===== config.mk =====
export PLATFORM = sky130hd
export DESIGN_NAME = double_knock_interval_classifier
export DESIGN_NICKNAME = d
export VERILOG_FILES = /design/src/sv/dkic_pkg.sv /design/src/sv/double_knock_interval_classifier.sv /design/src/sv/dkic_front.sv /design/src/sv/dkic_queue.sv /design/src/sv/dkic_back.sv
export SDC_FILE = /design/constraint.sdc
export NUM_CORES = 2
export LEC_CHECK = 0
export BUFFER_PORTS_ARGS = -buffer_cell sky130_fd_sc_hd__buf_2
export CORE_MARGIN = 3
export CORE_UTILIZATION = 50
export CTS_CLUSTER_DIAMETER = 150
export CTS_CLUSTER_SIZE = 20
export DETAILED_ROUTE_END_ITERATION = 8
export PLACE_DENSITY = 0.74
export SLEW_MARGIN = 20
export SYNTH_ARGS = -nofsm -noshare
export SYNTH_HDL_FRONTEND = slang
export SYNTH_SLANG_ARGS = --single-unit

===== constraint.sdc =====
create_clock -name i_clk -period 7.31 [get_ports i_clk]
set_clock_uncertainty 0.05 [all_clocks]
set_input_delay 1.462 -clock i_clk [delete_from_list [all_inputs] [get_ports i_clk]]
set_output_delay 1.462 -clock i_clk [all_outputs]
set_load 0.03 [all_outputs]

===== src/sv/dkic_pkg.sv =====
// Shared types and constants of the double-knock interval classifier.
`timescale 1ns / 1ps

package dkic_pkg;

    localparam int IN_BITS    = 80;
    localparam int OUT_BITS   = 40;
    localparam int CFG_BITS   = 16;
    localparam int IDX_BITS   = 3;
    localparam int THR_BITS   = 15;
    localparam int THR2_BITS  = 30;
    localparam int SQ_BITS    = 31;
    localparam int MAG_BITS   = 32;
    localparam int STAMP_BITS = 32;
    localparam int Q_DEPTH    = 4;
    localparam int Q_PTR_BITS = $clog2(Q_DEPTH);
    localparam int Q_CNT_BITS = $clog2(Q_DEPTH + 1);

    localparam logic [THR_BITS-1:0] THR_RESET      = 15'd3456;
    localparam logic [15:0]         MIN_GAP_RESET  = 16'd200;
    localparam logic [15:0]         FAST_RESET     = 16'd500;
    localparam logic [15:0]         SLOW_RESET     = 16'd1200;
    localparam logic [15:0]         TIMEOUT_RESET  = 16'd2000;
    localparam logic [15:0]         COOLDOWN_RESET = 16'd2000;

    typedef enum logic [IDX_BITS-1:0] {
        REG_THRESHOLD = 3'd0,
        REG_MIN_GAP   = 3'd1,
        REG_FAST      = 3'd2,
        REG_SLOW      = 3'd3,
        REG_TIMEOUT   = 3'd4,
        REG_COOLDOWN  = 3'd5
    } t_reg_idx;

    typedef enum logic [1:0] {
        CLS_FAST   = 2'd0,
        CLS_MEDIUM = 2'd1,
        CLS_SLOW   = 2'd2
    } t_class;

    // Timing registers used by the back end.
    typedef struct packed {
        logic [15:0] min_gap;
        logic [15:0] fast_limit;
        logic [15:0] slow_limit;
        logic [15:0] timeout;
        logic [15:0] cooldown;
    } t_cfg;

    // One classified sample on its way to the back end.
    typedef struct packed {
        logic                  knock;
        logic [STAMP_BITS-1:0] now;
    } t_qword;

endpackage


===== src/sv/double_knock_interval_classifier.sv =====
// Top level of the double-knock interval classifier.
//
// Input stream s_axis: one word per timestamped acceleration sample. A sample
// whose squared magnitude exceeds the squared threshold is a knock; a second
// knock more than min_gap_ms after the first yields one output word on
// m_axis with the interval class and the interval, then a cooldown begins.
// Samples that cause no result produce no output word.
// A result passes through two squaring/compare stages, the queue and the
// output register. Throughput: one sample per cycle while s_axis_tready is
// high; the back end updates its state as each word is taken, the queue lets
// the squaring pipeline keep running while the receiver stalls, and
// s_axis_tready drops only once the queue is full. Reset (synchronous, active
// low) clears the pipeline, the queue, the armed/cooldown state and loads
// default register values. Registers are written through i_cfg_we/i_cfg_idx/
// i_cfg_data by the user only while idle; the block does not enforce it.
`timescale 1ns / 1ps

module double_knock_interval_classifier #(
    parameter int TIME_BITS = 32
) (
    input  logic                                  i_clk,
    input  logic                                  i_rst_n,
    input  logic                                  s_axis_tvalid,
    output logic                                  s_axis_tready,
    // accel_x[15:0], accel_y[31:16], accel_z[47:32], now_ms[79:48]
    input  logic [dkic_pkg::IN_BITS-1:0]          s_axis_tdata,
    output logic                                  m_axis_tvalid,
    input  logic                                  m_axis_tready,
    // knock_class[1:0], interval_ms[33:2], zero pad[39:34]
    output logic [dkic_pkg::OUT_BITS-1:0]         m_axis_tdata,
    input  logic                                  i_cfg_we,
    input  logic [dkic_pkg::IDX_BITS-1:0]         i_cfg_idx,
    input  logic [dkic_pkg::CFG_BITS-1:0]         i_cfg_data
);

    logic [dkic_pkg::THR_BITS-1:0]  r_thr;
    logic [dkic_pkg::THR2_BITS-1:0] r_thr2;
    dkic_pkg::t_cfg                 r_cfg;

    logic             w_fq_valid, w_fq_ready, w_qb_valid, w_qb_ready;
    dkic_pkg::t_qword w_fq_word, w_qb_word;

    always_ff @(posedge i_clk) begin
        if (!i_rst_n) begin
            r_thr            <= dkic_pkg::THR_RESET;
            r_cfg.min_gap    <= dkic_pkg::MIN_GAP_RESET;
            r_cfg.fast_limit <= dkic_pkg::FAST_RESET;
            r_cfg.slow_limit <= dkic_pkg::SLOW_RESET;
            r_cfg.timeout    <= dkic_pkg::TIMEOUT_RESET;
            r_cfg.cooldown   <= dkic_pkg::COOLDOWN_RESET;
        end else if (i_cfg_we) begin
            unique case (dkic_pkg::t_reg_idx'(i_cfg_idx))
                dkic_pkg::REG_THRESHOLD: r_thr            <= i_cfg_data[14:0];
                dkic_pkg::REG_MIN_GAP:   r_cfg.min_gap    <= i_cfg_data;
                dkic_pkg::REG_FAST:      r_cfg.fast_limit <= i_cfg_data;
                dkic_pkg::REG_SLOW:      r_cfg.slow_limit <= i_cfg_data;
                dkic_pkg::REG_TIMEOUT:   r_cfg.timeout    <= i_cfg_data;
                dkic_pkg::REG_COOLDOWN:  r_cfg.cooldown   <= i_cfg_data;
                default: ;
            endcase
        end
    end

    // squared threshold, taken from the register in the next cycle
    always_ff @(posedge i_clk) begin
        r_thr2 <= dkic_pkg::THR2_BITS'(r_thr) * dkic_pkg::THR2_BITS'(r_thr);
    end

    dkic_front u_front (
        .i_clk   (i_clk),
        .i_rst_n (i_rst_n),
        .i_valid (s_axis_tvalid),
        .o_ready (s_axis_tready),
        .i_data  (s_axis_tdata),
        .i_thr2  (r_thr2),
        .o_valid (w_fq_valid),
        .i_ready (w_fq_ready),
        .o_word  (w_fq_word)
    );

    dkic_queue u_queue (
        .i_clk   (i_clk),
        .i_rst_n (i_rst_n),
        .i_valid (w_fq_valid),
        .o_ready (w_fq_ready),
        .i_word  (w_fq_word),
        .o_valid (w_qb_valid),
        .i_ready (w_qb_ready),
        .o_word  (w_qb_word)
    );

    dkic_back #(
        .TIME_BITS (TIME_BITS)
    ) u_back (
        .i_clk   (i_clk),
        .i_rst_n (i_rst_n),
        .i_valid (w_qb_valid),
        .o_ready (w_qb_ready),
        .i_word  (w_qb_word),
        .i_cfg   (r_cfg),
        .o_valid (m_axis_tvalid),
        .i_ready (m_axis_tready),
        .o_data  (m_axis_tdata)
    );

endmodule


===== src/sv/dkic_front.sv =====
// Front end: squares the three axes, sums and compares against the squared threshold.
`timescale 1ns / 1ps

module dkic_front (
    input  logic                          i_clk,
    input  logic                          i_rst_n,
    input  logic                          i_valid,
    output logic                          o_ready,
    input  logic [dkic_pkg::IN_BITS-1:0]  i_data,
    input  logic [dkic_pkg::THR2_BITS-1:0] i_thr2,
    output logic                          o_valid,
    input  logic                          i_ready,
    output dkic_pkg::t_qword              o_word
);

    logic                              r_v1;
    logic [dkic_pkg::SQ_BITS-1:0]      r_sx, r_sy, r_sz;
    logic [dkic_pkg::STAMP_BITS-1:0]   r_now1;
    logic                              r_v2;
    dkic_pkg::t_qword                  r_word;
    logic                              w_adv1, w_adv2;
    logic signed [15:0]                w_x, w_y, w_z;
    logic signed [31:0]                w_px, w_py, w_pz;
    logic [dkic_pkg::MAG_BITS-1:0]     w_mag2;

    assign w_x = i_data[15:0];
    assign w_y = i_data[31:16];
    assign w_z = i_data[47:32];
    assign w_px = w_x * w_x;
    assign w_py = w_y * w_y;
    assign w_pz = w_z * w_z;

    assign w_adv2  = !r_v2 || i_ready;
    assign w_adv1  = !r_v1 || w_adv2;
    assign o_ready = w_adv1;

    assign w_mag2 = dkic_pkg::MAG_BITS'(r_sx) + dkic_pkg::MAG_BITS'(r_sy)
                  + dkic_pkg::MAG_BITS'(r_sz);

    always_ff @(posedge i_clk) begin
        if (!i_rst_n) begin
            r_v1 <= 1'b0;
            r_v2 <= 1'b0;
        end else begin
            if (w_adv1) r_v1 <= i_valid;
            if (w_adv2) r_v2 <= r_v1;
        end
    end

    always_ff @(posedge i_clk) begin
        if (w_adv1 && i_valid) begin
            r_sx   <= dkic_pkg::SQ_BITS'(w_px);
            r_sy   <= dkic_pkg::SQ_BITS'(w_py);
            r_sz   <= dkic_pkg::SQ_BITS'(w_pz);
            r_now1 <= i_data[79:48];
        end
        if (w_adv2 && r_v1) begin
            r_word.knock <= w_mag2 > dkic_pkg::MAG_BITS'(i_thr2);
            r_word.now   <= r_now1;
        end
    end

    assign o_valid = r_v2;
    assign o_word  = r_word;

endmodule


===== src/sv/dkic_queue.sv =====
// Short queue between the front and back ends.
`timescale 1ns / 1ps

module dkic_queue (
    input  logic             i_clk,
    input  logic             i_rst_n,
    input  logic             i_valid,
    output logic             o_ready,
    input  dkic_pkg::t_qword i_word,
    output logic             o_valid,
    input  logic             i_ready,
    output dkic_pkg::t_qword o_word
);

    dkic_pkg::t_qword                    r_mem [dkic_pkg::Q_DEPTH];
    logic [dkic_pkg::Q_PTR_BITS-1:0]     r_wr, r_rd;
    logic [dkic_pkg::Q_CNT_BITS-1:0]     r_cnt;
    logic                                w_push, w_pop;

    assign o_ready = r_cnt != dkic_pkg::Q_CNT_BITS'(dkic_pkg::Q_DEPTH);
    assign o_valid = r_cnt != '0;
    assign w_push  = i_valid && o_ready;
    assign w_pop   = o_valid && i_ready;
    assign o_word  = r_mem[r_rd];

    always_ff @(posedge i_clk) begin
        if (!i_rst_n) begin
            r_wr  <= '0;
            r_rd  <= '0;
            r_cnt <= '0;
        end else begin
            if (w_push) r_wr <= r_wr + 1'b1;
            if (w_pop)  r_rd <= r_rd + 1'b1;
            if (w_push && !w_pop)      r_cnt <= r_cnt + 1'b1;
            else if (w_pop && !w_push) r_cnt <= r_cnt - 1'b1;
        end
    end

    always_ff @(posedge i_clk) begin
        if (w_push) r_mem[r_wr] <= i_word;
    end

endmodule


===== src/sv/dkic_back.sv =====
// Back end: cooldown, arming, timeout, interval classification and the output register.
`timescale 1ns / 1ps

module dkic_back #(
    parameter int TIME_BITS = 32
) (
    input  logic                           i_clk,
    input  logic                           i_rst_n,
    input  logic                           i_valid,
    output logic                           o_ready,
    input  dkic_pkg::t_qword               i_word,
    input  dkic_pkg::t_cfg                 i_cfg,
    output logic                           o_valid,
    input  logic                           i_ready,
    output logic [dkic_pkg::OUT_BITS-1:0]  o_data
);

    logic                  r_waiting, n_waiting;
    logic                  r_cooling, n_cooling;
    logic [TIME_BITS-1:0]  r_first, n_first;
    logic [TIME_BITS-1:0]  r_cool_start, n_cool_start;
    logic                  r_out_v;
    dkic_pkg::t_class      r_cls;
    logic [31:0]           r_interval;

    logic [TIME_BITS-1:0]  w_now, w_gap, w_cool_el;
    logic                  w_pop, w_ignore, w_classify, w_arm, w_timeout;
    dkic_pkg::t_class      w_cls;

    assign o_ready = !r_out_v || i_ready;
    assign w_pop   = i_valid && o_ready;

    always_comb begin
        w_now     = TIME_BITS'(i_word.now);
        w_gap     = w_now - r_first;
        w_cool_el = w_now - r_cool_start;
        w_ignore  = r_cooling && (w_cool_el < TIME_BITS'(i_cfg.cooldown));
        w_classify = !w_ignore && i_word.knock && r_waiting
                   && (w_gap > TIME_BITS'(i_cfg.min_gap));
        w_arm     = !w_ignore && i_word.knock && !r_waiting;
        // a freshly armed knock has zero elapsed time, so only an old arm can expire
        w_timeout = !w_ignore && r_waiting && !w_classify
                  && (w_gap > TIME_BITS'(i_cfg.timeout));

        if (w_gap < TIME_BITS'(i_cfg.fast_limit))      w_cls = dkic_pkg::CLS_FAST;
        else if (w_gap < TIME_BITS'(i_cfg.slow_limit)) w_cls = dkic_pkg::CLS_MEDIUM;
        else                                           w_cls = dkic_pkg::CLS_SLOW;

        n_cooling    = w_ignore ? r_cooling : w_classify;
        n_waiting    = w_ignore ? r_waiting
                                : (w_arm || (r_waiting && !w_classify && !w_timeout));
        n_first      = w_arm ? w_now : r_first;
        n_cool_start = w_classify ? w_now : r_cool_start;
    end

    always_ff @(posedge i_clk) begin
        if (!i_rst_n) begin
            r_waiting    <= 1'b0;
            r_cooling    <= 1'b0;
            r_first      <= '0;
            r_cool_start <= '0;
            r_out_v      <= 1'b0;
        end else begin
            if (w_pop) begin
                r_waiting    <= n_waiting;
                r_cooling    <= n_cooling;
                r_first      <= n_first;
                r_cool_start <= n_cool_start;
            end
            if (w_pop && w_classify) r_out_v <= 1'b1;
            else if (i_ready)        r_out_v <= 1'b0;
        end
    end

    always_ff @(posedge i_clk) begin
        if (w_pop && w_classify) begin
            r_cls      <= w_cls;
            r_interval <= 32'(w_gap);
        end
    end

    assign o_valid = r_out_v;
    assign o_data  = {6'd0, r_interval, r_cls};

endmodule


Word level (Yosys, flattened, before mapping)
Memories as Yosys holds them, arrays and structs flattened. A register that Yosys moved wholly into a read port is not among the register bits.
Index checks and enable logic that the tools add are counted.
{"block": "totals", "elab_cells": 103, "mem_bits_rw": 132, "mem_count": 1, "input_bits": 104, "output_inout_bits": 42, "reg_bits": 393}
{"memory": "u_queue.r_mem", "depth": 4, "width": 33, "rd": 1, "rd_clocked_by_memory_dff": 1, "wr": 1, "line": "dkic_queue.sv:15", "rtl": "dkic_pkg::t_qword r_mem [dkic_pkg::Q_DEPTH];"}
{"block": "classes", "mux": 9, "n_eq_ne": 6, "n_addsub": 8, "n_mul": 4, "reduce_logical": 43, "n_bitwise": 1, "order_cmp": 6}
{"cell": "32-bit by 16-bit < comparator with 1-bit output", "count": 3}
{"cell": "16-bit by 16-bit multiplier with 31-bit output", "count": 3}
{"cell": "32-bit by 16-bit > comparator with 1-bit output", "count": 2}
{"cell": "32-bit subtractor", "count": 2}
{"cell": "31-bit by 31-bit adder with 32-bit output", "count": 1}
{"cell": "32-bit by 31-bit adder with 32-bit output", "count": 1}
{"cell": "32-bit by 30-bit > comparator with 1-bit output", "count": 1}
{"cell": "15-bit by 15-bit multiplier with 30-bit output", "count": 1}
{"cell": "2-bit AND reduction", "count": 9}
{"cell": "1-bit logical AND", "count": 17}
{"cell": "1-bit logical NOT", "count": 9}
{"cell": "3-bit by 2-bit equality test with 1-bit output (second input constant)", "count": 2}
{"cell": "3-bit equality test (second input constant)", "count": 2}
{"cell": "2-bit 2-to-1 mux", "count": 3}
{"cell": "3-bit 2-to-1 mux", "count": 2}
{"cell": "2-bit by 1-bit adder with 2-bit output (second input constant)", "count": 2}
{"cell": "1-bit logical OR", "count": 4}
{"cell": "1-bit 2-to-1 mux", "count": 4}
{"cell": "2-bit nonzero test", "count": 2}
{"cell": "3-bit by 1-bit adder with 3-bit output (second input constant)", "count": 1}
{"cell": "3-bit by 1-bit equality test with 1-bit output (second input constant)", "count": 1}
{"cell": "3-bit logical NOT", "count": 1}
{"cell": "3-bit != test (second input constant)", "count": 1}
{"cell": "3-bit nonzero test", "count": 1}
{"cell": "2 further kinds", "count": 2}

Depth between registers and ports, before layout
{"block": "depth", "depth_word": 13, "depth_mapped": 28, "depth_no_buf": 27}

Modules after synthesis
A second synthesis with hierarchy kept.
{"block": "unflattened", "hier_cells": 6031, "hier_area_um2": 59248.1}
{"module": "dkic_front", "n_inst": 1, "area_per_inst_um2": 33930.0, "cells_per_inst": 3441}
{"module": "double_knock_interval_classifier", "n_inst": 1, "area_per_inst_um2": 10376.2, "cells_per_inst": 1175}
{"module": "dkic_back", "n_inst": 1, "area_per_inst_um2": 9638.0, "cells_per_inst": 1194}
{"module": "dkic_queue", "n_inst": 1, "area_per_inst_um2": 5303.8, "cells_per_inst": 221}

Worst setup path before layout
OpenSTA, ideal clock, no wires.
{"block": "synth_path", "kind": "input port to flip-flop", "start": "input port s_axis_tdata[17] (netlist name)", "end": "register u_front.r_sy[30] (netlist name) (data pin)", "slack_ns": -0.479, "cell_stages": 23, "t_arrival_ns": 7.479, "t_required_ns": 7.001, "setup_time_ns": 0.259, "cell_sequence": "clkbuf_1 > clkbuf_1 > nand2_1 > fa_1 > fa_1 > fa_1 > inv_1 > fa_1 > fa_1 > inv_1 > fa_1 > inv_1 > ha_1 > a21o_1 > a21o_1 > a21o_1 > a221o_1 > a211o_1 > a21o_1 > a21o_1 > a211oi_1 > a21oi_1 > xnor2_1"}
{"block": "synth_between", "elab_chain_len": 1}
{"item": "start: declaration", "line": "double_knock_interval_classifier.sv:26", "rtl": "input logic [dkic_pkg::IN_BITS-1:0] s_axis_tdata,"}
{"item": "16-bit by 16-bit multiplier with 31-bit output", "line": "dkic_front.sv:30", "rtl": "assign w_py = w_y * w_y;"}
{"item": "via u_front.w_py[30]", "line": "dkic_front.sv:23", "rtl": "logic signed [31:0] w_px, w_py, w_pz;"}
{"item": "end signal: assignment", "line": "dkic_front.sv:53", "rtl": "r_sy <= dkic_pkg::SQ_BITS'(w_py);"}
{"item": "end: declaration", "line": "dkic_front.sv:17", "rtl": "logic [dkic_pkg::SQ_BITS-1:0] r_sx, r_sy, r_sz;"}
The timed path passes the listed nets, and every way through them passes these cells.
A chain may end at the register's enable or synchronous reset.

Worst setup path in the final report
Ends and elaborated chain as after synthesis.

==> out/qor.txt <==
status - finished clean
via/cell ratio - 5.16
FMAX - 141 MHz
CP Max Fanout - 11
Sink Count - 523
die area - 120000 um2
root buf cell - clkbuf_16
Residual DRC - 0
worst r2r src - r_thr[2]
gpl congestion - 0.918
WP data arrival - 7410 ps
Overflow after GRT - 0
Post-synth ARST share - 0
IO Port Bufs - 139
Mapped Cells - 5849
crit path capture - u_front.r_sy[30]
crit path launch - s_axis_tdata[17]
worst setup path class - in -> reg
first drt pass iteration count - 8
synth top area cells - fa_1 30%, edfxtp_1 17%, ha_1 12%
clock latency on the worst-skew pair - 630 ps
unrepaired setup endpoints after global routing - true
final setup vio count - 0
CP dominant cell by count - fa_1
DR WL/cell - 16.4 um
most frequent cell after synthesis - inv_1
Synth area leader - fa_1
vias in the first global route - 42100
mapped cell area - 58200 um2
reg-to-reg setup timing slack - 390 ps
post_cts resized - 0
cts hold-fix bufs - 0
FP Rows - 124
prevailing post-synth register cell - edfxtp_1
H-tree levels - 1
reg-to-reg endpoint - r_thr2[29]
Ys Warns - 0
total routed wirelength - 127000 um
Slew headroom - 0.309
CP Data Required Time - 7600 ps
Worst Hold Class - reg -> reg
CTS buffer count - 30
Fillers - 9927
NumNets Final - 7712
Startpoint Class - primary input
core area - 115000 um2
clock tree buffer depth - 3
Detail Placement HPWL - 106000 um
number of synthesized register bits - 523
number of cells on the worst reg-to-reg path - 25
Final ANT Viol Nets - 0
first-pass GRT wire length - 211000 um
Syn-to-layout area delta - 9.33%
Yosys cell types - 97
Crit. End Element - register
Setup WS pre-CTS - -509 ps
Iter 0 DRT Violations - 2095
max-slew violations - 0
most frequent cells after synthesis - 1355 x inv_1, 861 x fa_1, 654 x nand2_1
Reg clk slew, reported paths - 80 ps
Worst-Margin Slew - 1030 ps
Yosys top cell area share - 0.296
Seq/Total Area, Yosys - 0.235
I/O pin count - 146
largest stage delay on the critical path - 560 ps
Synth Area per Inst - 9.94 um2
worst setup margin - 193 ps
Tot GR Track Use - 0.214
max-cap violation count - 0
final hold vios - 0
Die H - 347 um
largest net degree at the start of global routing - 104
initial antenna violation count - 9
period utilization - 0.974
Min Clock Period, post-route - 7120 ps
slowest CP cell - fa_1
number of enable flip-flop cells after synthesis - 321
CP Cell Sequence - clkbuf_4 > nand2_2 > fa_1 > inv_2 > fa_1 > ha_1 > inv_1 > fa_1 > fa_1 > inv_1 > fa_1 > ha_4 > o21a_1 > o21ai_1 > nand2_1 > and4_1 > a221o_1 > a221o_1 > a211o_1 > a21o_1 > a21o_1 > a211oi_2 > a21oi_1 > xnor2_1
layout cell share with drive strength beyond 1 - 0.0974
Starting Density - 0.507
postcts setup bufs - 0
via count - 40000
chip width - 347 um
CTS tree - built
[layer usage]
| metal | wire (um) | track usage |
|---|---|---|
| met3 | 5870 | 0.0207 |
| met2 | 62900 | 0.375 |
| met1 | 54300 | 0.285 |
| met4 | 3610 | 0.0567 |
| met5 | 42 | 0 |
[stage by stage]
step           hold slack [ps]  setup TNS (ps)  instance area [um2]  utilization  cells
5_1_grt                    382           -17.8                63600        0.554   7739
4_1_cts                    374               0                63600        0.554   7735
3_3_place_gp               355           -1580                62700        0.546   7679
6_report                   373               0                63600        0.554   7741
3_5_place_dp               355           -2870                62700        0.546   7679
2_1_floorplan              343           -33.2                58400            -   5856
[sequential cells by signal, summed over array words and instances, names as in the netlist, 2 cells and up, named ones only]
signal	flops
u_queue.r_rd	2
u_front.r_sx	30
r_thr2	29
u_queue.r_wr	2
r_thr	15
u_front.r_sz	30
u_front.r_now1	32
u_back.r_cool_start	32
u_front.o_word	33
u_queue.r_cnt	3
r_cfg	80
u_back.r_first	32
u_front.r_sy	30
u_back.r_cls	2
u_queue.r_mem	132
u_back.r_interval	32
[worst max-delay path, delay by kind of cell]
kind / cells / cell delay, ps
AND/OR/NAND/NOR: 3 / 370
XOR/XNOR: 1 / 140
adder cells (fa/ha/maj): 7 / 3010
buffers and inverters: 4 / 400
AO/OA/AOI/OAI: 9 / 2020
[cell families (layout without fill, tap and decap cells)]
| family | after synthesis | after routing | synth area share |
|---|---|---|---|
| xor+xnor | 228 | 228 | 0.0343 |
| mux | 109 | 109 | 0.0268 |
| fa+ha+maj | 1409 | 1409 | 0.414 |
| other cells | 2 | 15 | 0.000129 |
| simple gates | 1323 | 1323 | 0.104 |
| compound gates | 736 | 736 | 0.0843 |
| buf+inv | 1519 | 1886 | 0.101 |
| flops | 523 | 523 | 0.235 |
[worst min path at each step]
stage          slack (ps)          startpoint  cells past startpoint                  to
3_5_place_dp          350  u_front.r_now1[16]                      0  u_front.o_word[16]
2_1_floorplan         340            r_thr[0]                      0           r_thr2[0]
6_report              370  u_front.r_now1[16]                      0  u_front.o_word[16]
3_3_place_gp          350   u_front.r_now1[8]                      0   u_front.o_word[8]
4_1_cts               370  u_front.r_now1[16]                      0  u_front.o_word[16]
5_1_grt               380  u_front.r_now1[16]                      0  u_front.o_word[16]
[cells in the final DEF, fill, tap and decap left out, types with 23 or more instances in the layout]
cell type,netlist,layout
a21boi_0,71,71
a21o_1,91,91
a21oi_1,204,204
and2_1,145,144
and3_1,30,30
buf_2,6,135
buf_4,8,326
clkbuf_1,125,23
clkbuf_16,0,31
dfxtp_1,202,201
edfxtp_1,321,321
fa_1,861,861
ha_1,548,542
inv_1,1355,1353
mux2i_1,69,69
nand2_1,654,652
nand2b_1,39,39
nand3_1,39,39
nand4_1,31,31
nor2_1,231,230
nor2b_1,47,46
nor3_1,37,37
o211ai_1,50,50
o21a_1,40,40
o21ai_0,104,99
o21bai_1,26,26
xnor2_1,174,174
xor2_1,54,54
[final cells by class]
class                   count  area (um2)  area share
diodes                      6        15.0    0.000236
clock buffers              54         862      0.0136
clock inverters             2        21.3    0.000335
inverters                1362        5120      0.0805
multi-input cells        3814       38800       0.610
flip-flops and latches    523       13700       0.215
well taps                1512        1890      0.0298
repair buffers            468        3220      0.0506
Power is not shown: default switching activity piles up to over one toggle a cycle in this logic, so the estimate is an artifact.
